**config.mk**
```make
export PLATFORM = sky130hd
export DESIGN_NAME = shbi_mod
export DESIGN_NICKNAME = d
export VERILOG_FILES = /design/src/design/spatial_hash_bucket_insert_top_defines.svh /design/src/design/shbi_pkg.sv /design/src/design/shbi_mod.sv
export SDC_FILE = /design/constraint.sdc
export NUM_CORES = 1
export LEC_CHECK = 0
export ABC_AREA = 0
export BUFFER_PORTS_ARGS = -buffer_cell sky130_fd_sc_hd__buf_4
export CAP_MARGIN = 20
export CORE_UTILIZATION = 50
export DETAILED_ROUTE_END_ITERATION = 8
export GPL_ROUTABILITY_DRIVEN = 0
export PLACE_DENSITY = 0.8
export REMOVE_ABC_BUFFERS = 1
export SYNTH_ARGS = -nofsm -noshare
export SYNTH_HDL_FRONTEND = slang
export SYNTH_SLANG_ARGS = --single-unit
```
**constraint.sdc**
```tcl
create_clock -name clk -period 4.1 [get_ports clk]
set_clock_uncertainty 0.05 [all_clocks]
set_input_delay 0.615 -clock clk [delete_from_list [all_inputs] [get_ports clk]]
set_output_delay 0.615 -clock clk [all_outputs]
set_load 0.02 [all_outputs]
```
**src/design/spatial_hash_bucket_insert_top_defines.svh**
```systemverilog
// assertion macros for the spatial hash insert block
`ifndef SPATIAL_HASH_BUCKET_INSERT_TOP_DEFINES_SVH
`define SPATIAL_HASH_BUCKET_INSERT_TOP_DEFINES_SVH

`ifndef SYNTH
`define SHBI_ASSERT(label, prop, msg) \
    label: assert property (@(posedge clk) disable iff (!rst_n) prop) else $error(msg);
`define SHBI_ASSERT_NEXT(label, ante, cons, msg) \
    label: assert property (@(posedge clk) disable iff (!rst_n) (ante) |=> (cons)) \
        else $error(msg);
`else
`define SHBI_ASSERT(label, prop, msg)
`define SHBI_ASSERT_NEXT(label, ante, cons, msg)
`endif

`endif

```
**src/design/shbi_pkg.sv**
```systemverilog
// shared types and constants for the spatial hash insert block
package shbi_pkg;

    localparam logic [1:0] OP_CLEAR  = 2'd0;
    localparam logic [1:0] OP_INSERT = 2'd1;
    localparam logic [1:0] OP_READ   = 2'd2;

    localparam logic CFG_TABLE_SIZE = 1'b0;
    localparam logic CFG_MAX_PROBES = 1'b1;

    localparam logic [31:0] PRIME_X = 32'd73856093;
    localparam logic [31:0] PRIME_Y = 32'd19349669;
    localparam logic [31:0] PRIME_Z = 32'd83492791;

    localparam logic [16:0] COUNT_MAX       = 17'h1FFFF;
    localparam logic [16:0] TABLE_SIZE_RST  = 17'd65536;
    localparam logic [6:0]  MAX_PROBES_RST  = 7'd10;

    typedef struct packed {
        logic [1:0]         opcode;
        logic signed [31:0] coord_x;
        logic signed [31:0] coord_y;
        logic signed [31:0] coord_z;
        logic [15:0]        read_index;
    } shbi_in_t;

    typedef struct packed {
        logic               placed;
        logic [15:0]        slot_index;
        logic signed [31:0] entry_x;
        logic signed [31:0] entry_y;
        logic signed [31:0] entry_z;
        logic               entry_used;
        logic [16:0]        inserted_count;
    } shbi_out_t;

    typedef struct packed {
        logic [31:0] x;
        logic [31:0] y;
        logic [31:0] z;
    } shbi_coord_t;

    typedef struct packed {
        logic rd;
        logic wr_coord;
        logic wr_used;
        logic used_val;
    } shbi_tbl_req_t;

    typedef enum logic [3:0] {
        ST_CLEAR,
        ST_IDLE,
        ST_HASH,
        ST_DIV,
        ST_PROBE_RD,
        ST_PROBE_CHK,
        ST_READ,
        ST_READ_CHK,
        ST_RESP
    } shbi_state_t;

endpackage

```
**src/design/shbi_mod.sv**
```systemverilog
// restoring remainder unit, one dividend bit per cycle
module shbi_mod (
    input  logic        clk,
    input  logic        rst_n,
    input  logic        start,
    input  logic [31:0] dividend,
    input  logic [16:0] divisor,
    output logic        done,
    output logic [16:0] rem
);
    import shbi_pkg::*;

    logic        busy_reg;
    logic        done_reg;
    logic [4:0]  cnt_reg;
    logic [31:0] dvd_reg;
    logic [16:0] div_reg;
    logic [16:0] rem_reg;
    logic [17:0] trial;
    logic [17:0] diff;

    assign trial = {rem_reg, dvd_reg[31]};
    assign diff  = trial - {1'b0, div_reg};

    always_ff @(posedge clk or negedge rst_n)
    begin
        if (!rst_n)
        begin
            busy_reg <= 1'b0;
            done_reg <= 1'b0;
            cnt_reg  <= 5'd0;
        end
        else
        begin
            done_reg <= 1'b0;
            if (start)
            begin
                busy_reg <= 1'b1;
                cnt_reg  <= 5'd0;
            end
            else if (busy_reg)
            begin
                cnt_reg <= cnt_reg + 5'd1;
                if (cnt_reg == 5'd31)
                begin
                    busy_reg <= 1'b0;
                    done_reg <= 1'b1;
                end
            end
        end
    end

    always_ff @(posedge clk)
    begin
        if (start)
        begin
            dvd_reg <= dividend;
            div_reg <= divisor;
            rem_reg <= '0;
        end
        else if (busy_reg)
        begin
            dvd_reg <= {dvd_reg[30:0], 1'b0};
            if (trial >= {1'b0, div_reg})
            begin
                rem_reg <= diff[16:0];
            end
            else
            begin
                rem_reg <= trial[16:0];
            end
        end
    end

    assign done = done_reg;
    assign rem  = rem_reg;

endmodule

```
==> summary.md <==
| Metric | Value |
|---|---|
| Status | completed |
| Met2 Usage GRT | 0.3213 |
| Core Region | 7292 sq um |
| CP Capture Type | flip-flop |
| Post-synth top area cell | edfxtp_1 |
| Synthesized flop and latch total | 73 |
| ANT cells | 0 |
| Die area | 7963 sq um |
| Setup crit start kind | flip-flop |
| Post-synth EDFFs | 49 |
| Fmax | 0.3022 GHz |
| Total routed wirelength | 7.254 mm |
| RSZ-0062 raised after global routing | false |
| Vias per std cell | 5.430 |
| PostCTS Resize Cnt | 0 |
| Die width | 89.24 um |
| Initial Util | 0.5218 |
| Root buf cell | clkbuf_8 |
| Share of post-route cells with drive strength above 1 | 0.3083 |
| Kind of critical path | reg2reg |
| Number of flip-flops in the largest register | 32 |
| Post-Syn Area | 3805 sq um |
| Commonest cells post-synth | 49 x edfxtp_1, 31 x mux2_2, 22 x nor2_1 |
| Hold Fails Final Rpt | 0 |
| GRT busiest layer | met2 |
| Yosys top cell area share | 0.3867 |
| Peak VDD IR | 0.0002375 V |
| HP Class | in2reg |
| Final Setup Violations | 0 |
| DR pass1 iterations | 4 |
| Flop2flop setup slack | 790 ps |
| Ports | 70 |
| Total power | 2.601 mW |
| Met1 usage | 0.2463 |
| Worst skew pair latency | 350 ps |
| Arrival time worst endpoint | 3500 ps |
| Syn Inst Count | 323 |
| Vias | 2704 |
| Clock sinks | 73 |
| Initial drt markers | 114 |
| Cell variety after synth | 51 |
| Area growth syn-to-layout | 21.05% |
| Final nets | 466 |
| Min Tclk post-route | 3309 ps |
| DRC Markers | 0 |
| Area post-placement | 4409 sq um |
| CTS tree | yes |
| Row Count | 31 |
| CTS buffer count | 9 |
| Syn. warnings | 0 |
| Least-Margin Pin Slew | 783.6 ps |
| GR Util met3 | 0.09049 |
| Clock slew at reported path FFs | 80 ps |
| Final HPWL DP | 5.047 mm |
| Initial antenna violation count | 0 |
| Hold WS | 384.1 ps |
| Largest net degree at the start of global routing | 70 |
| Fin crit share | 0.8072 |
| Vias in the first global route | 2681 |
| LEAKAGE | 1.994 nW |
| Die span in y | 89.24 um |
| PwrDens | 564.7 nW/um^2 |
| Max Cap Viol | 0 |
| Clock buffer depth | 2 |
| TNS Setup | 0 ps |
| Drt wl/cell | 14.57 um |
| Sequential-to-total area share from yosys stat | 0.5222 |
| Grt ovf | 0 |
| CP Max Fanout | 16 |
| Gr usage total | 0.2030 |
| Count leader, synth | edfxtp_1 |
| Global-route wire length before repair | 12.08 mm |
| Slew margin rel. | 0.4776 |
| Async SR Flop Fraction | 0.09589 |
| Area contributors post-synth | edfxtp_1 39%, mux2_2 9.2%, dfxtp_1 8.9% |
| Critical Path RT | 4290 ps |
| Port-buffer cells | 69 |
| Syn_area_per_cell | 11.78 sq um |
| Slew Viols, Final | 0 |
| Predominant post-synthesis flop cell | edfxtp_1 |
| Post-route ant nets | 0 |
| H-tree Lvls | 3 |
| Post-route cell area | 4606 sq um |
-- through the flow --
step / utilization / setup WS, ps / std cells
after detailed placement: 0.6047 / 846.7 / 481
after global placement: 0.6047 / 937.5 / 481
final: 0.6316 / 790.6 / 498
after global routing: 0.6316 / 613.6 / 498
after CTS: 0.6316 / 830.8 / 498
after floorplan: - / 1201 / 310
-- placed cells by master (no fill, tap or decap), types with 3 or more instances in the layout --
cell / count
nand2_1: 18
a31oi_1: 3
a21oi_1: 14
xor2_1: 11
o221ai_1: 3
and3_1: 8
edfxtp_1: 49
clkbuf_8: 9
xnor2_1: 4
nand4_1: 6
a21o_1: 4
mux2i_1: 10
nor2b_1: 3
o21ai_0: 13
mux2_2: 31
dfxtp_1: 17
inv_1: 21
buf_4: 72
ha_1: 19
dfrtp_1: 7
a211oi_1: 9
o21a_1: 3
nor2_1: 22
-- cell families (layout without fill, tap and decap cells) --
| logic type | count (synthesis) | in the layout | share of synthesized area |
|---|---|---|---|
| buffers and inverters | 34 | 110 | 0.03650 |
| adder cells (fa/ha/maj) | 20 | 20 | 0.06774 |
| flip-flops | 73 | 73 | 0.5222 |
| AND/OR/NAND/NOR | 72 | 72 | 0.09603 |
| XOR/XNOR | 15 | 15 | 0.03453 |
| AO/OA/AOI/OAI | 67 | 67 | 0.1210 |
| multiplexers | 42 | 42 | 0.1220 |
-- where the power goes --
group,total (mW),internal [mW],switching (mW)
Clock,0.547,0.278,0.268
Sequential,1.00,0.910,0.0939
Combinational,1.05,0.483,0.568
Total,2.60,1.67,0.930
-- critical path: stages (launching register included) --
cell and delay (ps):
edfxtp_1 360, inv_1 80, ha_1 160, inv_1 50, fa_1 390, a21o_1 200
a221oi_1 620, a211o_1 250, nand3_2 370, and3_1 350, a311o_1 310
-- layout make-up --
class	instances	area [sq um]
Clock buffer	10	127.6
Timing Repair Buffer	73	550.5
Sequential cell	73	1987
Tap cell	99	123.9
Multi-Input combinational cell	216	1679
Fill cell	613	2686
Clock inverter	6	58.81
Inverter	21	78.83
-- per-layer routing --
layer,vias up,share of wire
met4,0,0.015
li1,1340,-
met3,14,0.074
met1,1273,0.44
met5,-,0
met2,77,0.47
-- path summary, 6_finish.rpt --
check | endpoint | start | depth (start not counted)
setup / recovery | rem[2] | dvd_reg[31] | 10
hold / removal | div_reg[15] | divisor[15] | 1
setup reg to reg | rem[2] | dvd_reg[31] | 10
hold reg to reg | rem[10] | rem[9] | 2
max in group asynchronous | busy_reg | rst_n | 2
min in group asynchronous | cnt_reg[4] | rst_n | 2
-- repair_timing --
action,CTS,global route
endpoints found under the hold margin,7,0
buffers inserted,0,0
hold buffers,1,0
No activity file was read; power rests on OpenSTA's default activity.
