==> config.mk <==
export PLATFORM = sky130hd
export DESIGN_NAME = shbi_hash
export DESIGN_NICKNAME = d
export VERILOG_FILES = /design/src/design/spatial_hash_bucket_insert_top_defines.svh /design/src/design/shbi_pkg.sv /design/src/design/shbi_hash.sv
export SDC_FILE = /design/constraint.sdc
export NUM_CORES = 1
export LEC_CHECK = 0
export BUFFER_PORTS_ARGS = -buffer_cell sky130_fd_sc_hd__buf_2
export CAP_MARGIN = 25
export CELL_PAD_IN_SITES_DETAIL_PLACEMENT = 2
export CELL_PAD_IN_SITES_GLOBAL_PLACEMENT = 2
export CORE_ASPECT_RATIO = 0.5
export CORE_MARGIN = 2
export CORE_UTILIZATION = 44
export DETAILED_ROUTE_END_ITERATION = 8
export PLACE_DENSITY_LB_ADDON = 0.1
export SLEW_MARGIN = 20
export SYNTH_ARGS = -nofsm -noshare
export SYNTH_HDL_FRONTEND = slang
export SYNTH_SLANG_ARGS = --single-unit
==> constraint.sdc <==
create_clock -name clk -period 15.4 [get_ports clk]
set_input_delay 2.31 -clock clk [delete_from_list [all_inputs] [get_ports clk]]
set_output_delay 2.31 -clock clk [all_outputs]
set_load 0.1 [all_outputs]
==> src/design/spatial_hash_bucket_insert_top_defines.svh <==
// assertion macros for the spatial hash insert block
`ifndef SPATIAL_HASH_BUCKET_INSERT_TOP_DEFINES_SVH
`define SPATIAL_HASH_BUCKET_INSERT_TOP_DEFINES_SVH

`ifndef SYNTH
`define SHBI_ASSERT(label, prop, msg) \
    label: assert property (@(posedge clk) disable iff (!rst_n) prop) else $error(msg);
`define SHBI_ASSERT_NEXT(label, ante, cons, msg) \
    label: assert property (@(posedge clk) disable iff (!rst_n) (ante) |=> (cons)) \
        else $error(msg);
`else
`define SHBI_ASSERT(label, prop, msg)
`define SHBI_ASSERT_NEXT(label, ante, cons, msg)
`endif

`endif

==> src/design/shbi_pkg.sv <==
// shared types and constants for the spatial hash insert block
package shbi_pkg;

    localparam logic [1:0] OP_CLEAR  = 2'd0;
    localparam logic [1:0] OP_INSERT = 2'd1;
    localparam logic [1:0] OP_READ   = 2'd2;

    localparam logic CFG_TABLE_SIZE = 1'b0;
    localparam logic CFG_MAX_PROBES = 1'b1;

    localparam logic [31:0] PRIME_X = 32'd73856093;
    localparam logic [31:0] PRIME_Y = 32'd19349669;
    localparam logic [31:0] PRIME_Z = 32'd83492791;

    localparam logic [16:0] COUNT_MAX       = 17'h1FFFF;
    localparam logic [16:0] TABLE_SIZE_RST  = 17'd65536;
    localparam logic [6:0]  MAX_PROBES_RST  = 7'd10;

    typedef struct packed {
        logic [1:0]         opcode;
        logic signed [31:0] coord_x;
        logic signed [31:0] coord_y;
        logic signed [31:0] coord_z;
        logic [15:0]        read_index;
    } shbi_in_t;

    typedef struct packed {
        logic               placed;
        logic [15:0]        slot_index;
        logic signed [31:0] entry_x;
        logic signed [31:0] entry_y;
        logic signed [31:0] entry_z;
        logic               entry_used;
        logic [16:0]        inserted_count;
    } shbi_out_t;

    typedef struct packed {
        logic [31:0] x;
        logic [31:0] y;
        logic [31:0] z;
    } shbi_coord_t;

    typedef struct packed {
        logic rd;
        logic wr_coord;
        logic wr_used;
        logic used_val;
    } shbi_tbl_req_t;

    typedef enum logic [3:0] {
        ST_CLEAR,
        ST_IDLE,
        ST_HASH,
        ST_DIV,
        ST_PROBE_RD,
        ST_PROBE_CHK,
        ST_READ,
        ST_READ_CHK,
        ST_RESP
    } shbi_state_t;

endpackage

==> src/design/shbi_hash.sv <==
// voxel hash: one shared 32x32 multiplier over the three coordinates
module shbi_hash (
    input  logic        clk,
    input  logic        rst_n,
    input  logic        start,
    input  logic [31:0] x,
    input  logic [31:0] y,
    input  logic [31:0] z,
    output logic        done,
    output logic [31:0] hash
);
    import shbi_pkg::*;

    logic        busy_reg;
    logic        done_reg;
    logic [1:0]  cnt_reg;
    logic [31:0] prod_reg;
    logic [31:0] acc_reg;
    logic [31:0] opnd;
    logic [31:0] prime;

    always_comb
    begin
        case (cnt_reg)
            2'd0:
            begin
                opnd  = x;
                prime = PRIME_X;
            end
            2'd1:
            begin
                opnd  = y;
                prime = PRIME_Y;
            end
            default:
            begin
                opnd  = z;
                prime = PRIME_Z;
            end
        endcase
    end

    always_ff @(posedge clk or negedge rst_n)
    begin
        if (!rst_n)
        begin
            busy_reg <= 1'b0;
            done_reg <= 1'b0;
            cnt_reg  <= 2'd0;
        end
        else
        begin
            done_reg <= 1'b0;
            if (start)
            begin
                busy_reg <= 1'b1;
                cnt_reg  <= 2'd0;
            end
            else if (busy_reg)
            begin
                cnt_reg <= cnt_reg + 2'd1;
                if (cnt_reg == 2'd3)
                begin
                    busy_reg <= 1'b0;
                    done_reg <= 1'b1;
                end
            end
        end
    end

    always_ff @(posedge clk)
    begin
        if (start)
        begin
            acc_reg <= '0;
        end
        else if (busy_reg)
        begin
            if (cnt_reg != 2'd3)
            begin
                prod_reg <= opnd * prime;
            end
            if (cnt_reg != 2'd0)
            begin
                acc_reg <= acc_reg ^ prod_reg;
            end
        end
    end

    assign done = done_reg;
    assign hash = acc_reg;

endmodule

==> results_dict.tcl <==
set metrics [dict create \
    outcome "completed" \
    cpPeakStageDelay_ns 0.60 \
    die-height_um 142 \
    layout.cells.non_filler 2346 \
    cp.arrival_ns 9.68 \
    multi_input_area_um2 12600 \
    overflow 0 \
    dr.pass1.iters 5 \
    detail-route-antenna-nets 0 \
    syn_inst 1726 \
    cts_buffer_depth 2 \
    cts-root-buf "clkbuf_16" \
    crit_path_top_delay_cell "nor2_4" \
    cts.clk_slew.worst_paths_ns 0.06 \
    gp_congestion 0.973 \
    grt_pass1_wl_um 87400 \
    hold_buffers 0 \
    wl_um 57700 \
    rows 50 \
    detail_route.wl_per_cell_um 24.6 \
    period_share_pct 62.3 \
    synth_seq_area_share_pct 10.2 \
    die_w_um 280 \
    max_clock_freq_mhz 104 \
    timing.final.hold_violations 0 \
    worst_slack_ns 5.81 \
    tritoncts "done" \
    htree_levels 3 \
    setup_tns_ns 0 \
    synth_edf_count 32 \
    post_cts_resized 0 \
    rsz0062_at_grt "false" \
    endpoint_kind "register" \
    vias 11900 \
    layout-drive-gt1-share_pct 11.5 \
    core-area_um2 37400 \
    cp.required_ns 15.49 \
    synthFlopType "edfxtp_1" \
    start_util_pct 44.7 \
    fin_crit_ns 9.59 \
    antenna_found_initial 0 \
    drtIter0Drc 557 \
    ys_seq_elements 68 \
    netlist_area_um2 16700 \
    insertion_delay_ns 0.34 \
    viasPerCell 5.07 \
    track_usage_pct 30.2 \
    drv_cap 0 \
    num_io_pins 132 \
    tightest_slew_ns 0.996 \
    crit_path_frequent_cell "inv_1" \
    syn_nets 2335 \
    avgSynthCellArea_um2 9.68 \
    path_class "reg -> reg" \
    slew_violations 0 \
    grt_pass1_vias 14500 \
    fillers 4011 \
    fp.dieArea_um2 39600 \
    areaGrowthSynthToFinish_pct 9.04 \
    hpwl_um 52100 \
    dp.cells 2329 \
    drc_errors 0 \
    worstHoldPathType "reg -> reg" \
    grt_max_degree 44 \
    synthArstFlopShare_pct 5.88 \
    cp_max_fo 44 \
    ys_warn_count 0 \
    timing.slew.headroom_pct 33.6 \
    post_cts_buffers 0 \
    portBuffers 131 \
    skew_ns 0.00962 \
    synth_cell_type_count 58 \
    layout.nets 2455 \
    pre_cts_ws_ns 5.56 \
    numCtsBuffers 9 \
    register_area_um2 1700 \
    cp-start-kind "register" \
    cts_sinks 68 \
    finalSetupViolCount 0 \
]
==> critical path: cells and delay by family (launching register included) <==
family | cells | cell delay, ns
adders and majority gates | 9 | 4.24
buffers and inverters | 11 | 1.84
and+or+nand+nor | 5 | 1.69
AOI/OAI and AO/OA | 4 | 1.01
DFF | 1 | 0.32
xor gates and xnor gates | 1 | 0.17
==> layer usage <==
| metal | share of wire, % | up-vias | wire, um | global-route usage [%] |
|---|---|---|---|---|
| li1 | - | 5203 | - | - |
| met1 | 42 | 6254 | 24100 | 37.6 |
| met2 | 50 | 329 | 28700 | 54.0 |
| met3 | 4.8 | 104 | 2760 | 4.51 |
| met4 | 3.7 | 0 | 2110 | 10.7 |
| met5 | 0 | - | 0 | 0 |
==> cells in the final DEF, fill, tap and decap left out, types with 6 or more instances in the layout <==
cell type,Yosys,routed
fa_1,385,385
o21ai_1,8,8
and2_1,42,42
xor2_1,40,40
o21ai_0,9,9
ha_1,125,123
edfxtp_1,32,32
a22o_1,20,20
nor2_1,75,75
nand2_1,89,89
a21oi_2,9,9
buf_2,3,131
a21o_1,20,20
or2_2,20,20
buf_4,3,11
xnor2_1,68,68
inv_1,588,588
a22oi_1,8,8
inv_2,6,6
nand2b_1,6,6
clkbuf_16,0,9
dfxtp_1,32,32
a21oi_1,42,42
==> path summary, 6_finish.rpt <==
kind	from	to	slack, ns	depth (start not counted)
setup / recovery	cnt_reg[1]$_DFFE_PN0P_	prod_reg[31]$_DFFE_PP_	5.81	30
hold / removal	hash[20]$_SDFFE_PP0P_	hash[20]$_SDFFE_PP0P_	0.51	2
setup reg to reg	cnt_reg[1]$_DFFE_PN0P_	prod_reg[31]$_DFFE_PP_	5.81	30
hold reg to reg	hash[20]$_SDFFE_PP0P_	hash[20]$_SDFFE_PP0P_	0.51	2
max in group asynchronous	rst_n	busy_reg$_DFF_PN0_	13.51	1
min in group asynchronous	rst_n	cnt_reg[0]$_DFFE_PN0P_	1.77	1
==> layout make-up <==
type	instances	share of cell area, %
repair buffers	142	4.05
inverters	595	12.3
flip-flops and latches	68	9.34
clock buffers	9	1.24
clock inverters	7	0.453
well taps	494	3.39
multi-input cells	1030	69.2
diodes	1	0.0137
==> per-stage QoR <==
step                utilization, %  area (um2)  hold slack [ns]
floorplan                        -       16700            0.549
global placement              47.8       17900            0.486
detailed placement            47.9       17900            0.495
CTS                           48.7       18200            0.515
global route                  48.7       18200            0.529
finish                        48.7       18200            0.509
==> cells in the mapped netlist, types with 2 or more instances <==
library cell / n / area (um2)
a22oi_1: 8 / 60.1
o21ai_1: 8 / 40.0
o21ai_0: 9 / 45.0
dfxtp_1: 32 / 641
nor2_4: 2 / 22.5
mux2i_1: 2 / 20.0
edfxtp_1: 32 / 961
nor2_1: 75 / 282
a22o_2: 2 / 20.0
xor2_1: 40 / 350
xnor2_2: 3 / 48.8
nand2b_1: 6 / 37.5
inv_1: 588 / 2210
a22o_1: 20 / 175
fa_1: 385 / 7710
clkbuf_1: 23 / 86.3
ha_1: 125 / 1560
nand3b_1: 3 / 22.5
or2_2: 20 / 125
a21boi_1: 3 / 22.5
nand3_1: 3 / 15.0
a31oi_1: 4 / 25.0
a221oi_1: 3 / 26.3
xnor2_1: 68 / 596
a21oi_4: 4 / 65.1
dfrtp_1: 4 / 100
inv_2: 6 / 22.5
or3_1: 2 / 12.5
nor2b_1: 4 / 25.0
buf_6: 4 / 45.0
a21oi_1: 42 / 210
a211oi_1: 2 / 15.0
a21o_1: 20 / 150
a21oi_2: 9 / 78.8
and2_1: 42 / 263
buf_2: 3 / 15.0
o21a_1: 2 / 15.0
nor3b_1: 2 / 15.0
nand2_1: 89 / 334
nor3_1: 4 / 20.0
o21bai_1: 4 / 30.0
buf_4: 3 / 22.5
==> cells by family (layout without fill, tap and decap cells) <==
family / Yosys count / count (layout) / synth area share [%]
adders and majority gates: 510 / 510 / 55.5
muxes: 2 / 2 / 0.120
DFF: 68 / 68 / 10.2
buffers and inverters: 628 / 753 / 14.4
other: 0 / 1 / 0
and+or+nand+nor: 258 / 258 / 7.29
xor gates and xnor gates: 112 / 112 / 6.12
AOI/OAI and AO/OA: 148 / 148 / 6.37
Power is not shown: default switching activity piles up to over one toggle a cycle in this logic, so the estimate is an artifact.
